## src/hw/rtl/etl_pkg.sv

```systemverilog
// Shared types, constants and helper functions for the expression token lexer.
// Depends on nothing; every other file of the lexer imports it.
package etl_pkg;

	// Width of the character position counters.
	localparam int POS_BITS = 16;
	localparam logic [POS_BITS-1:0] POS_MAX = {POS_BITS{1'b1}};

	// Depth of the token pair queue between the front and the back.
	localparam int QUEUE_DEPTH = 4;
	localparam int QUEUE_PTR_BITS = $clog2(QUEUE_DEPTH);
	localparam int QUEUE_CNT_BITS = $clog2(QUEUE_DEPTH + 1);

	// Characters with a role of their own.
	localparam logic [7:0] CH_DOT   = 8'h2E;
	localparam logic [7:0] CH_UNDER = 8'h5F;
	localparam logic [7:0] CH_EQ    = 8'h3D;
	localparam logic [7:0] CH_GT    = 8'h3E;
	localparam logic [7:0] CH_LT    = 8'h3C;
	localparam logic [7:0] CH_CARET = 8'h5E;
	localparam logic [7:0] CH_COMMA = 8'h2C;
	localparam logic [7:0] CH_PLUS  = 8'h2B;
	localparam logic [7:0] CH_MINUS = 8'h2D;
	localparam logic [7:0] CH_STAR  = 8'h2A;
	localparam logic [7:0] CH_SLASH = 8'h2F;
	localparam logic [7:0] CH_LPAR  = 8'h28;
	localparam logic [7:0] CH_RPAR  = 8'h29;
	localparam logic [7:0] CH_SPACE = 8'h20;
	localparam logic [7:0] CH_TAB   = 8'h09;
	localparam logic [7:0] CH_LF    = 8'h0A;
	localparam logic [7:0] CH_CR    = 8'h0D;

	// Item function codes.
	localparam logic FUNC_CHAR = 1'b0;
	localparam logic FUNC_END  = 1'b1;

	typedef enum logic [4:0] {
		KIND_NUM   = 5'd0,
		KIND_IDENT = 5'd1,
		KIND_EQ    = 5'd2,
		KIND_GT    = 5'd3,
		KIND_GE    = 5'd4,
		KIND_LT    = 5'd5,
		KIND_LE    = 5'd6,
		KIND_PLUS  = 5'd7,
		KIND_MINUS = 5'd8,
		KIND_STAR  = 5'd9,
		KIND_SLASH = 5'd10,
		KIND_CARET = 5'd11,
		KIND_LPAR  = 5'd12,
		KIND_RPAR  = 5'd13,
		KIND_COMMA = 5'd14,
		KIND_END   = 5'd15,
		KIND_ERR   = 5'd16
	} kind_t;

	typedef enum logic [2:0] {
		MODE_IDLE  = 3'd0,
		MODE_INT   = 3'd1,
		MODE_FRAC  = 3'd2,
		MODE_IDENT = 3'd3,
		MODE_DOT   = 3'd4,
		MODE_GT    = 3'd5,
		MODE_LT    = 3'd6,
		MODE_DRAIN = 3'd7
	} mode_t;

	typedef enum logic [2:0] {
		CLS_SPACE  = 3'd0,
		CLS_DIGIT  = 3'd1,
		CLS_DOT    = 3'd2,
		CLS_ALPHA  = 3'd3,
		CLS_GT     = 3'd4,
		CLS_LT     = 3'd5,
		CLS_SINGLE = 3'd6,
		CLS_BAD    = 3'd7
	} char_class_t;

	typedef struct packed {
		logic       func;
		logic [7:0] ch;
	} in_item_t;

	typedef struct packed {
		kind_t       token_kind;
		logic [15:0] start_pos;
		logic [15:0] token_len;
		logic [7:0]  bad_char;
		logic        last_of_run;
	} out_token_t;

	// What one item leaves in the queue: one or two words.
	typedef struct packed {
		logic       two;
		out_token_t t0;
		out_token_t t1;
	} token_pair_t;

	// Sort a character into the class that drives the scanner.
	function automatic char_class_t classify(input logic [7:0] c);
		char_class_t cls;
		cls = CLS_BAD;
		if (c == CH_SPACE || c == CH_TAB || c == CH_LF || c == CH_CR) begin
			cls = CLS_SPACE;
		end else if (c >= 8'h30 && c <= 8'h39) begin
			cls = CLS_DIGIT;
		end else if (c == CH_DOT) begin
			cls = CLS_DOT;
		end else if ((c >= 8'h61 && c <= 8'h7A) || (c >= 8'h41 && c <= 8'h5A)
				|| c == CH_UNDER) begin
			cls = CLS_ALPHA;
		end else if (c == CH_GT) begin
			cls = CLS_GT;
		end else if (c == CH_LT) begin
			cls = CLS_LT;
		end else if (c == CH_EQ || c == CH_PLUS || c == CH_MINUS || c == CH_STAR
				|| c == CH_SLASH || c == CH_CARET || c == CH_LPAR || c == CH_RPAR
				|| c == CH_COMMA) begin
			cls = CLS_SINGLE;
		end
		return cls;
	endfunction

	// Token kind of a single-character operator.
	function automatic kind_t single_kind(input logic [7:0] c);
		kind_t k;
		case (c)
			CH_EQ:    k = KIND_EQ;
			CH_PLUS:  k = KIND_PLUS;
			CH_MINUS: k = KIND_MINUS;
			CH_STAR:  k = KIND_STAR;
			CH_SLASH: k = KIND_SLASH;
			CH_CARET: k = KIND_CARET;
			CH_LPAR:  k = KIND_LPAR;
			CH_RPAR:  k = KIND_RPAR;
			default:  k = KIND_COMMA;
		endcase
		return k;
	endfunction

	// Clamp a position or length to the sixteen bits of the result fields.
	function automatic logic [15:0] sat16(input logic [31:0] v);
		return (v > 32'h0000_FFFF) ? 16'hFFFF : v[15:0];
	endfunction

endpackage

```

## src/hw/rtl/etl_front.sv

```systemverilog
// Front of the lexer: scanner state machine, one input word per cycle when fire is high.
// Produces a pair of one or two token words for each item that yields any; depends on etl_pkg.
module etl_front
	import etl_pkg::*;
(
	input  logic        clk,
	input  logic        arst_n,
	input  logic        fire,
	input  in_item_t    item,
	output logic        pair_valid,
	output token_pair_t pair
);

	mode_t               mode_q, mode_d;
	logic [POS_BITS-1:0] start_q, start_d;
	logic [POS_BITS-1:0] pos_q, pos_d;
	logic [POS_BITS-1:0] len_c;
	char_class_t         cls_c;

	// Fresh-token handling of the current character.
	mode_t      fresh_mode_c;
	logic       fresh_start_c;
	logic       fresh_emit_c;
	out_token_t fresh_tok_c;

	// Token that closes the pending one, and its flag.
	logic       pre_emit_c;
	out_token_t pre_tok_c;
	logic       use_fresh_c;
	logic       end_emit_c;

	function automatic out_token_t mk_tok(input kind_t k, input logic [POS_BITS-1:0] s,
			input logic [POS_BITS-1:0] l, input logic [7:0] bad);
		out_token_t t;
		t.token_kind  = k;
		t.start_pos   = sat16(32'(s));
		t.token_len   = sat16(32'(l));
		t.bad_char    = bad;
		t.last_of_run = 1'b0;
		return t;
	endfunction

	assign cls_c = classify(item.ch);
	assign len_c = pos_q - start_q;

	// A character seen with nothing pending.
	always_comb begin
		fresh_mode_c  = MODE_IDLE;
		fresh_start_c = 1'b0;
		fresh_emit_c  = 1'b0;
		fresh_tok_c   = mk_tok(single_kind(item.ch), pos_q, POS_BITS'(1), 8'h00);
		unique case (cls_c)
			CLS_SPACE: begin
			end
			CLS_DIGIT: begin
				fresh_mode_c  = MODE_INT;
				fresh_start_c = 1'b1;
			end
			CLS_DOT: begin
				fresh_mode_c  = MODE_DOT;
				fresh_start_c = 1'b1;
			end
			CLS_ALPHA: begin
				fresh_mode_c  = MODE_IDENT;
				fresh_start_c = 1'b1;
			end
			CLS_GT: begin
				fresh_mode_c  = MODE_GT;
				fresh_start_c = 1'b1;
			end
			CLS_LT: begin
				fresh_mode_c  = MODE_LT;
				fresh_start_c = 1'b1;
			end
			CLS_SINGLE: begin
				fresh_emit_c = 1'b1;
			end
			default: begin
				fresh_mode_c = MODE_DRAIN;
				fresh_emit_c = 1'b1;
				fresh_tok_c  = mk_tok(KIND_ERR, pos_q, POS_BITS'(1), item.ch);
			end
		endcase
	end

	// Next state of the scanner.
	always_comb begin
		mode_d  = mode_q;
		start_d = start_q;
		pos_d   = pos_q;
		if (fire) begin
			if (item.func == FUNC_END) begin
				mode_d  = MODE_IDLE;
				start_d = '0;
				pos_d   = '0;
			end else begin
				pos_d = (pos_q == POS_MAX) ? pos_q : pos_q + POS_BITS'(1);
				unique case (mode_q)
					MODE_INT: begin
						if (cls_c == CLS_DOT) begin
							mode_d = MODE_FRAC;
						end else if (cls_c != CLS_DIGIT) begin
							mode_d = fresh_mode_c;
							if (fresh_start_c) start_d = pos_q;
						end
					end
					MODE_FRAC: begin
						if (cls_c != CLS_DIGIT) begin
							mode_d = fresh_mode_c;
							if (fresh_start_c) start_d = pos_q;
						end
					end
					MODE_IDENT: begin
						if (cls_c != CLS_DIGIT && cls_c != CLS_ALPHA) begin
							mode_d = fresh_mode_c;
							if (fresh_start_c) start_d = pos_q;
						end
					end
					MODE_DOT: begin
						mode_d = (cls_c == CLS_DIGIT) ? MODE_FRAC : MODE_DRAIN;
					end
					MODE_GT, MODE_LT: begin
						if (item.ch == CH_EQ) begin
							mode_d = MODE_IDLE;
						end else begin
							mode_d = fresh_mode_c;
							if (fresh_start_c) start_d = pos_q;
						end
					end
					MODE_DRAIN: begin
					end
					default: begin
						mode_d = fresh_mode_c;
						if (fresh_start_c) start_d = pos_q;
					end
				endcase
			end
		end
	end

	// Tokens produced by the current item.
	always_comb begin
		pre_emit_c  = 1'b0;
		pre_tok_c   = mk_tok(KIND_NUM, start_q, len_c, 8'h00);
		use_fresh_c = 1'b0;
		end_emit_c  = 1'b0;
		if (item.func == FUNC_END) begin
			end_emit_c = 1'b1;
			unique case (mode_q)
				MODE_INT, MODE_FRAC: pre_emit_c = 1'b1;
				MODE_IDENT: begin
					pre_emit_c = 1'b1;
					pre_tok_c  = mk_tok(KIND_IDENT, start_q, len_c, 8'h00);
				end
				MODE_GT: begin
					pre_emit_c = 1'b1;
					pre_tok_c  = mk_tok(KIND_GT, start_q, POS_BITS'(1), 8'h00);
				end
				MODE_LT: begin
					pre_emit_c = 1'b1;
					pre_tok_c  = mk_tok(KIND_LT, start_q, POS_BITS'(1), 8'h00);
				end
				MODE_DOT: begin
					pre_emit_c = 1'b1;
					end_emit_c = 1'b0;
					pre_tok_c  = mk_tok(KIND_ERR, start_q, POS_BITS'(1), CH_DOT);
				end
				MODE_DRAIN: end_emit_c = 1'b0;
				default: begin
				end
			endcase
		end else begin
			unique case (mode_q)
				MODE_INT: begin
					if (cls_c != CLS_DIGIT && cls_c != CLS_DOT) begin
						pre_emit_c  = 1'b1;
						use_fresh_c = 1'b1;
					end
				end
				MODE_FRAC: begin
					if (cls_c != CLS_DIGIT) begin
						pre_emit_c  = 1'b1;
						use_fresh_c = 1'b1;
					end
				end
				MODE_IDENT: begin
					pre_tok_c = mk_tok(KIND_IDENT, start_q, len_c, 8'h00);
					if (cls_c != CLS_DIGIT && cls_c != CLS_ALPHA) begin
						pre_emit_c  = 1'b1;
						use_fresh_c = 1'b1;
					end
				end
				MODE_DOT: begin
					pre_tok_c = mk_tok(KIND_ERR, start_q, POS_BITS'(1), CH_DOT);
					pre_emit_c = (cls_c != CLS_DIGIT);
				end
				MODE_GT, MODE_LT: begin
					pre_emit_c = 1'b1;
					if (item.ch == CH_EQ) begin
						pre_tok_c = mk_tok((mode_q == MODE_GT) ? KIND_GE : KIND_LE,
							start_q, POS_BITS'(2), 8'h00);
					end else begin
						pre_tok_c = mk_tok((mode_q == MODE_GT) ? KIND_GT : KIND_LT,
							start_q, POS_BITS'(1), 8'h00);
						use_fresh_c = 1'b1;
					end
				end
				MODE_DRAIN: begin
				end
				default: use_fresh_c = 1'b1;
			endcase
		end
	end

	// Pack the words of this item, oldest first, and mark the final one.
	always_comb begin
		logic       second_v;
		out_token_t second_t;
		second_v = end_emit_c | (use_fresh_c & fresh_emit_c);
		second_t = end_emit_c ? mk_tok(KIND_END, pos_q, '0, 8'h00) : fresh_tok_c;
		pair       = '0;
		pair_valid = fire & (pre_emit_c | second_v);
		if (pre_emit_c) begin
			pair.t0  = pre_tok_c;
			pair.t1  = second_t;
			pair.two = second_v;
		end else begin
			pair.t0  = second_t;
			pair.t1  = second_t;
			pair.two = 1'b0;
		end
		if (pair.two) begin
			pair.t1.last_of_run = 1'b1;
		end else begin
			pair.t0.last_of_run = 1'b1;
		end
	end

	// Scanner registers.
	always_ff @(posedge clk or negedge arst_n) begin
		if (!arst_n) begin
			mode_q  <= MODE_IDLE;
			start_q <= '0;
			pos_q   <= '0;
		end else begin
			mode_q  <= mode_d;
			start_q <= start_d;
			pos_q   <= pos_d;
		end
	end

	// An end item always brings the scanner back to the start of a stream.
	a_end_resets: assert property (@(posedge clk) disable iff (!arst_n)
		fire && item.func == FUNC_END |=> mode_q == MODE_IDLE && pos_q == '0)
		else $error("scanner not cleared after end item");

	// While draining, characters give no tokens.
	a_drain_silent: assert property (@(posedge clk) disable iff (!arst_n)
		fire && item.func == FUNC_CHAR && mode_q == MODE_DRAIN |-> !pair_valid)
		else $error("token produced while draining");

	// The pending token never starts after the next character position.
	a_start_order: assert property (@(posedge clk) disable iff (!arst_n)
		start_q <= pos_q)
		else $error("token start beyond position");

endmodule

```

## src/hw/rtl/etl_queue.sv

```systemverilog
// Short queue of token pairs between the scanner and the output stage.
// Register-based storage with a fill count; depends on etl_pkg.
module etl_queue
	import etl_pkg::*;
(
	input  logic        clk,
	input  logic        arst_n,
	input  logic        wr_en,
	input  token_pair_t wr_data,
	input  logic        rd_en,
	output token_pair_t rd_data,
	output logic        full,
	output logic        empty
);

	token_pair_t               mem_q [QUEUE_DEPTH];
	logic [QUEUE_PTR_BITS-1:0] wr_ptr_q;
	logic [QUEUE_PTR_BITS-1:0] rd_ptr_q;
	logic [QUEUE_CNT_BITS-1:0] cnt_q;
	logic                      wr_go;
	logic                      rd_go;

	assign full    = (cnt_q == QUEUE_CNT_BITS'(QUEUE_DEPTH));
	assign empty   = (cnt_q == '0);
	assign wr_go   = wr_en & ~full;
	assign rd_go   = rd_en & ~empty;
	assign rd_data = mem_q[rd_ptr_q];

	// Storage words.
	always_ff @(posedge clk) begin
		if (wr_go) begin
			mem_q[wr_ptr_q] <= wr_data;
		end
	end

	// Pointers and fill count.
	always_ff @(posedge clk or negedge arst_n) begin
		if (!arst_n) begin
			wr_ptr_q <= '0;
			rd_ptr_q <= '0;
			cnt_q    <= '0;
		end else begin
			if (wr_go) wr_ptr_q <= (wr_ptr_q == QUEUE_PTR_BITS'(QUEUE_DEPTH - 1))
				? '0 : wr_ptr_q + QUEUE_PTR_BITS'(1);
			if (rd_go) rd_ptr_q <= (rd_ptr_q == QUEUE_PTR_BITS'(QUEUE_DEPTH - 1))
				? '0 : rd_ptr_q + QUEUE_PTR_BITS'(1);
			if (wr_go && !rd_go) begin
				cnt_q <= cnt_q + QUEUE_CNT_BITS'(1);
			end else if (rd_go && !wr_go) begin
				cnt_q <= cnt_q - QUEUE_CNT_BITS'(1);
			end
		end
	end

	// The fill count stays within the depth.
	a_cnt_range: assert property (@(posedge clk) disable iff (!arst_n)
		cnt_q <= QUEUE_CNT_BITS'(QUEUE_DEPTH))
		else $error("queue count out of range");

endmodule

```

## src/hw/rtl/etl_back.sv

```systemverilog
// Output stage of the lexer: hands out the words of each queued pair in turn.
// Holds one pair in a register; depends on etl_pkg.
module etl_back
	import etl_pkg::*;
(
	input  logic        clk,
	input  logic        arst_n,
	input  logic        q_empty,
	input  token_pair_t q_data,
	output logic        q_pop,
	input  logic        pop,
	output logic        empty,
	output out_token_t  result
);

	logic        valid_q;
	logic        sel_q;
	token_pair_t pair_q;
	logic        take;
	logic        pair_done;

	assign take      = ~empty & pop;
	assign pair_done = sel_q | ~pair_q.two;
	assign q_pop     = ~q_empty & (~valid_q | (take & pair_done));
	assign empty     = ~valid_q;
	assign result    = sel_q ? pair_q.t1 : pair_q.t0;

	// Pair payload register.
	always_ff @(posedge clk) begin
		if (q_pop) begin
			pair_q <= q_data;
		end
	end

	// Word select and occupancy.
	always_ff @(posedge clk or negedge arst_n) begin
		if (!arst_n) begin
			valid_q <= 1'b0;
			sel_q   <= 1'b0;
		end else if (q_pop) begin
			valid_q <= 1'b1;
			sel_q   <= 1'b0;
		end else if (take) begin
			if (pair_done) begin
				valid_q <= 1'b0;
				sel_q   <= 1'b0;
			end else begin
				sel_q <= 1'b1;
			end
		end
	end

	// The second word is only ever shown for a pair that has one.
	a_sel_two: assert property (@(posedge clk) disable iff (!arst_n)
		valid_q && sel_q |-> pair_q.two)
		else $error("second word selected for single-word pair");

	// The last word shown of a pair carries the end-of-item mark.
	a_last_mark: assert property (@(posedge clk) disable iff (!arst_n)
		valid_q && pair_done |-> result.last_of_run)
		else $error("final word of an item not marked");

endmodule

```

## src/hw/rtl/expression_token_lexer.sv

```systemverilog
// Top level of the expression token lexer: scanner, pair queue, output stage.
// Depends on etl_pkg, etl_front, etl_queue and etl_back.
//
// Usage: characters of an expression arrive on the item port, one word per
// cycle while full is low, each with func low; a word with func high closes the
// stream. An input word is taken at a clock edge with push high and full
// low. Tokens leave on the result port as kind, start position, length and
// offending character; a result is present while empty is low and is taken
// at an edge with pop high.
// The scanner is combinational and writes the item's pair into the queue at
// the accepting edge; the output stage register loads it from the queue once
// it has handed out the words of the pair before.
// Throughput: one input word per cycle while full is low; results leave at
// one per cycle while pop is high, so an item that yields two tokens takes
// two pops. A four-entry pair queue absorbs such bursts, and full rises
// only when it is full: only when the receiver stalls or pairs pile up.
// Reset clears the scanner to idle with positions at zero and empties the
// queue and the output stage. A stalled receiver keeps its result steady.
module expression_token_lexer
	import etl_pkg::*;
(
	input  logic       clk,
	input  logic       arst_n,
	input  logic       push,
	output logic       full,
	input  in_item_t   item,
	output logic       empty,
	input  logic       pop,
	output out_token_t result
);

	logic        fire;
	logic        pair_valid;
	token_pair_t pair;
	token_pair_t q_data;
	logic        q_pop;
	logic        q_empty;

	assign fire = push & ~full;

	etl_front u_front (
		.clk        (clk),
		.arst_n     (arst_n),
		.fire       (fire),
		.item       (item),
		.pair_valid (pair_valid),
		.pair       (pair)
	);

	etl_queue u_queue (
		.clk     (clk),
		.arst_n  (arst_n),
		.wr_en   (pair_valid),
		.wr_data (pair),
		.rd_en   (q_pop),
		.rd_data (q_data),
		.full    (full),
		.empty   (q_empty)
	);

	etl_back u_back (
		.clk     (clk),
		.arst_n  (arst_n),
		.q_empty (q_empty),
		.q_data  (q_data),
		.q_pop   (q_pop),
		.pop     (pop),
		.empty   (empty),
		.result  (result)
	);

endmodule

```

## config.mk

```make
export PLATFORM = sky130hd
export DESIGN_NAME = expression_token_lexer
export DESIGN_NICKNAME = d
export VERILOG_FILES = /design/src/hw/rtl/etl_pkg.sv /design/src/hw/rtl/etl_front.sv /design/src/hw/rtl/etl_queue.sv /design/src/hw/rtl/etl_back.sv /design/src/hw/rtl/expression_token_lexer.sv
export SDC_FILE = /design/constraint.sdc
export NUM_CORES = 1
export LEC_CHECK = 0
export ABC_CLOCK_PERIOD_IN_PS = 8200
export BUFFER_PORTS_ARGS = -buffer_cell sky130_fd_sc_hd__clkbuf_2
export CAP_MARGIN = 10
export CELL_PAD_IN_SITES_DETAIL_PLACEMENT = 2
export CELL_PAD_IN_SITES_GLOBAL_PLACEMENT = 2
export CORE_MARGIN = 4
export CORE_UTILIZATION = 47
export CTS_BUF_LIST = sky130_fd_sc_hd__clkbuf_16
export CTS_CLUSTER_SIZE = 20
export DETAILED_ROUTE_END_ITERATION = 6
export GPL_TIMING_DRIVEN = 0
export PLACE_DENSITY_LB_ADDON = 0.25
export SYNTH_ARGS = -nofsm -noshare
export SYNTH_HDL_FRONTEND = slang
export SYNTH_SLANG_ARGS = --single-unit
```

## constraint.sdc

```tcl
create_clock -name clk -period 8.2 [get_ports clk]
set_clock_uncertainty 0.15 [all_clocks]
set_input_delay 1.64 -clock clk [delete_from_list [all_inputs] [get_ports clk]]
set_output_delay 1.64 -clock clk [all_outputs]
set_load 0.02 [all_outputs]
```

==> metrics.yaml <==
power_density_nw_per_um2: 443
ys_ff_latch: 429
final_nets: 1225
drv_cap: 0
cp_max_fo: 10
worst_pin_slew_ns: 1.19
vias_per_cell: 6.21
fp.coreArea_um2: 37800
critPathMaxStageDelay_ns: 0.95
avgSynthCellArea_um2: 16.9
async_reset_ff_share_pct: 10.3
numCtsBuffers: 46
cts_buffer_depth: 3
htree_levels: 2
pin_count: 61
syn_inst: 1072
die_y_um: 204
fin_crit_ns: 5.03
arrival_ns: 3.24
hold_viol: 0
numPortBuffers: 58
post_cts_buffers: 0
fin_hold_ws_ns: 0.362
grt_pass1_wl_um: 84000
fp-row-count: 71
fillers: 3365
antenna_found_initial: 0
start_util_pct: 47.9
clk_pin_slew_ns: 0.06
gp_congestion: 0.819
drt_wl_total_um: 57100
cts_hold_buf: 0
yosysWarningCount: 0
worstHoldStart: "u_front.start_q[14]$_DFFE_PN0P_"
diodes: 0
peakVddDrop_mv: 0.222
max_freq_mhz: 199
finalMaxSlewViolations: 0
synth_edf_count: 385
slew_headroom_pct: 20.4
final.setup.tns_ns: 0
track_usage_pct: 27.5
clockRootBuffer: "clkbuf_16"
finalInstanceArea_um2: 20700
endpoint_kind: "primary output"
seq_area_frac_synth_pct: 69.9
tritoncts: "built"
rsz0062_at_grt: "no"
status: "finished, final reports clean"
fin_util_pct: 54.8
dieArea_um2: 41800
slowest_stage: "clkbuf_1"
wire_per_inst_um: 32.9
reg2reg_slack_ns: 3.98
syn_area_um2: 18100
setup_violations: 0
placed_cell_area_um2: 19300
postRouteAntennaNets: 0
crit_start: "u_back.sel_q$_DFFE_PN0P_"
synth-main-ff-cell: "edfxtp_1"
drive_gt1_share_pct: 23.3
area_delta_synth_final_pct: 14.4
grt_overflow: 0
grt_max_degree: 58
first_pass_iters: 5
crit_path_frequent_cell: "clkbuf_1"
clock_latency_ns: 0.60
dr_total_vias: 10777
crit_path_cell_trace: "clkbuf_1, clkbuf_1, mux2_2, clkbuf_2"
die_w_um: 204
syn_nets: 1109
drt_iter0_markers: 1112
period_share_pct: 61.4
critical_path.startpoint_type: "flip-flop"
cts_num_sinks: 429
grt_pass1_vias: 11734
r2r_start: "u_front.pos_q[1]$_DFFE_PN0P_"
reg2reg_depth: 8
cts_resized: 0
hold_path_class: "reg -> reg"
hpwlAfterDp_um: 35400
worstPathRequired_ns: 6.41
synthDistinctLibCells: 76
critical_path_class: "reg -> out"
p_leak_nw: 7.25
drc: 0
min_path_cells: 1
report_power, final:
part	leakage (nW)	internal, W	total [W]	switching [W]
Combinational	2.31	0.00118	0.00343	0.00225
Clock	0.751	0.00115	0.00206	0.000915
Sequential	4.19	0.00339	0.00368	0.000290
Total	7.25	0.00572	0.00917	0.00345
cells by family (layout without fill, tap and decap cells):
kind of cell	count (synthesis)	after routing	synth area share, %
buffers and inverters	93	246	2.09
flip-flops	429	429	69.9
adder cells (fa/ha/maj)	25	25	1.80
XOR/XNOR	23	23	1.11
AO/OA/AOI/OAI	145	145	6.04
AND/OR/NAND/NOR	241	241	7.08
multiplexers	116	116	12.0
final cells by class:
class | count | area [um2] | share of cell area [%]
Tap cell | 511 | 639 | 3.08
Timing Repair Buffer | 68 | 510 | 2.46
Inverter | 41 | 154 | 0.743
Clock inverter | 39 | 283 | 1.36
Clock buffer | 46 | 1150 | 5.55
Multi-Input combinational cell | 550 | 5100 | 24.6
Sequential cell | 429 | 12700 | 61.1
Buffer | 52 | 225 | 1.09
synthesized netlist by cell type, drive strengths merged, types with 4 or more instances:
| library cell | count | area (um2) |
|---|---|---|
| edfxtp | 385 | 11600 |
| mux4 | 77 | 1730 |
| nand2 | 59 | 221 |
| nor2 | 48 | 180 |
| o21ai | 46 | 245 |
| dfrtp | 44 | 1100 |
| inv | 40 | 150 |
| mux2 | 39 | 439 |
| clkbuf | 35 | 131 |
| ha | 22 | 275 |
| nor2b | 22 | 138 |
| a21oi | 21 | 120 |
| nand3 | 18 | 95.1 |
| and2 | 17 | 111 |
| buf | 17 | 93.8 |
| nor3 | 16 | 85.1 |
| and3 | 15 | 93.8 |
| xnor2 | 14 | 123 |
| a22o | 10 | 87.6 |
| o311ai | 10 | 163 |
| nand2b | 9 | 56.3 |
| xor2 | 9 | 78.8 |
| a21o | 8 | 60.1 |
| o21a | 7 | 52.6 |
| a31oi | 6 | 58.8 |
| and3b | 6 | 52.6 |
| a211oi | 5 | 37.5 |
| nand4 | 5 | 31.3 |
| o211ai | 5 | 37.5 |
| o22ai | 5 | 31.3 |
| or3 | 5 | 31.3 |
| nor3b | 4 | 30.0 |
| o31ai | 4 | 35.0 |
stage by stage:
step	cells	power [W]	setup WS, ns
finish	1736	0.00917	3.17
global route	1736	0.00954	3.11
CTS	1735	0.00921	3.10
detailed placement	1650	0.00702	3.02
global placement	1641	0.00667	-1.67
floorplan	1072	0.00565	1.06
routing by layer:
metal  vias up  routed length [um]  global-route usage, %
li1       4439                   -                      -
met1      5821               23900                   37.8
met2       428               28400                   46.4
met3        89                3190                   3.70
met4         0                1600                   8.16
met5         -                   0                      0
placed cells by master, fill, tap and decap left out, drive strengths merged, types with 4 or more instances in the layout:
master  synthesis  layout
mux2           39      39
and3b           6       6
edfxtp        385     385
o211ai          5       5
nor3b           4       4
dfrtp          44      44
nor3           16      16
nand2b          9       9
a31oi           6       6
o31ai           4       4
nand2          59      59
o21a            7       7
or3             5       5
clkinv          1      22
and3           15      15
inv            40      54
and2           17      17
a211oi          5       5
nand4           5       5
a21oi          21      21
ha             22      22
o22ai           5       5
o21ai          46      46
mux4           77      77
xnor2          14      14
o311ai         10      10
nor2b          22      22
nand3          18      18
clkbuf         35     139
nor2           48      48
a21o            8       8
bufinv          0       4
buf            17      27
a22o           10      10
xor2            9       9
final timing paths:
path | endpoint
worst max-delay path | result[29]
worst max register to register | u_queue.mem_q[0][68]$_DFFE_PP_
min in group asynchronous | u_front.pos_q[5]$_DFFE_PN0P_
worst min register to register | u_front.start_q[14]$_DFFE_PN0P_
max in group asynchronous | u_queue.wr_ptr_q[0]$_DFFE_PN0P_
worst min-delay path | u_front.start_q[14]$_DFFE_PN0P_
state kept, by name (all words and copies together), names as in the netlist:
signal            count
u_front.mode_q        3
u_queue.wr_ptr_q      2
u_back.sel_q          1
u_back.pair_q        77
u_front.start_q      16
u_queue.mem_q       308
u_front.pos_q        16
u_queue.cnt_q         3
u_back.valid_q        1
u_queue.rd_ptr_q      2
worst max-delay path, delay by kind of cell (launching register included):
kind | cells | cell delay [ns]
buffers and inverters | 3 | 1.81
DFF | 1 | 0.36
muxes | 1 | 0.47
Note: power is estimated with default switching activity, not from simulation.
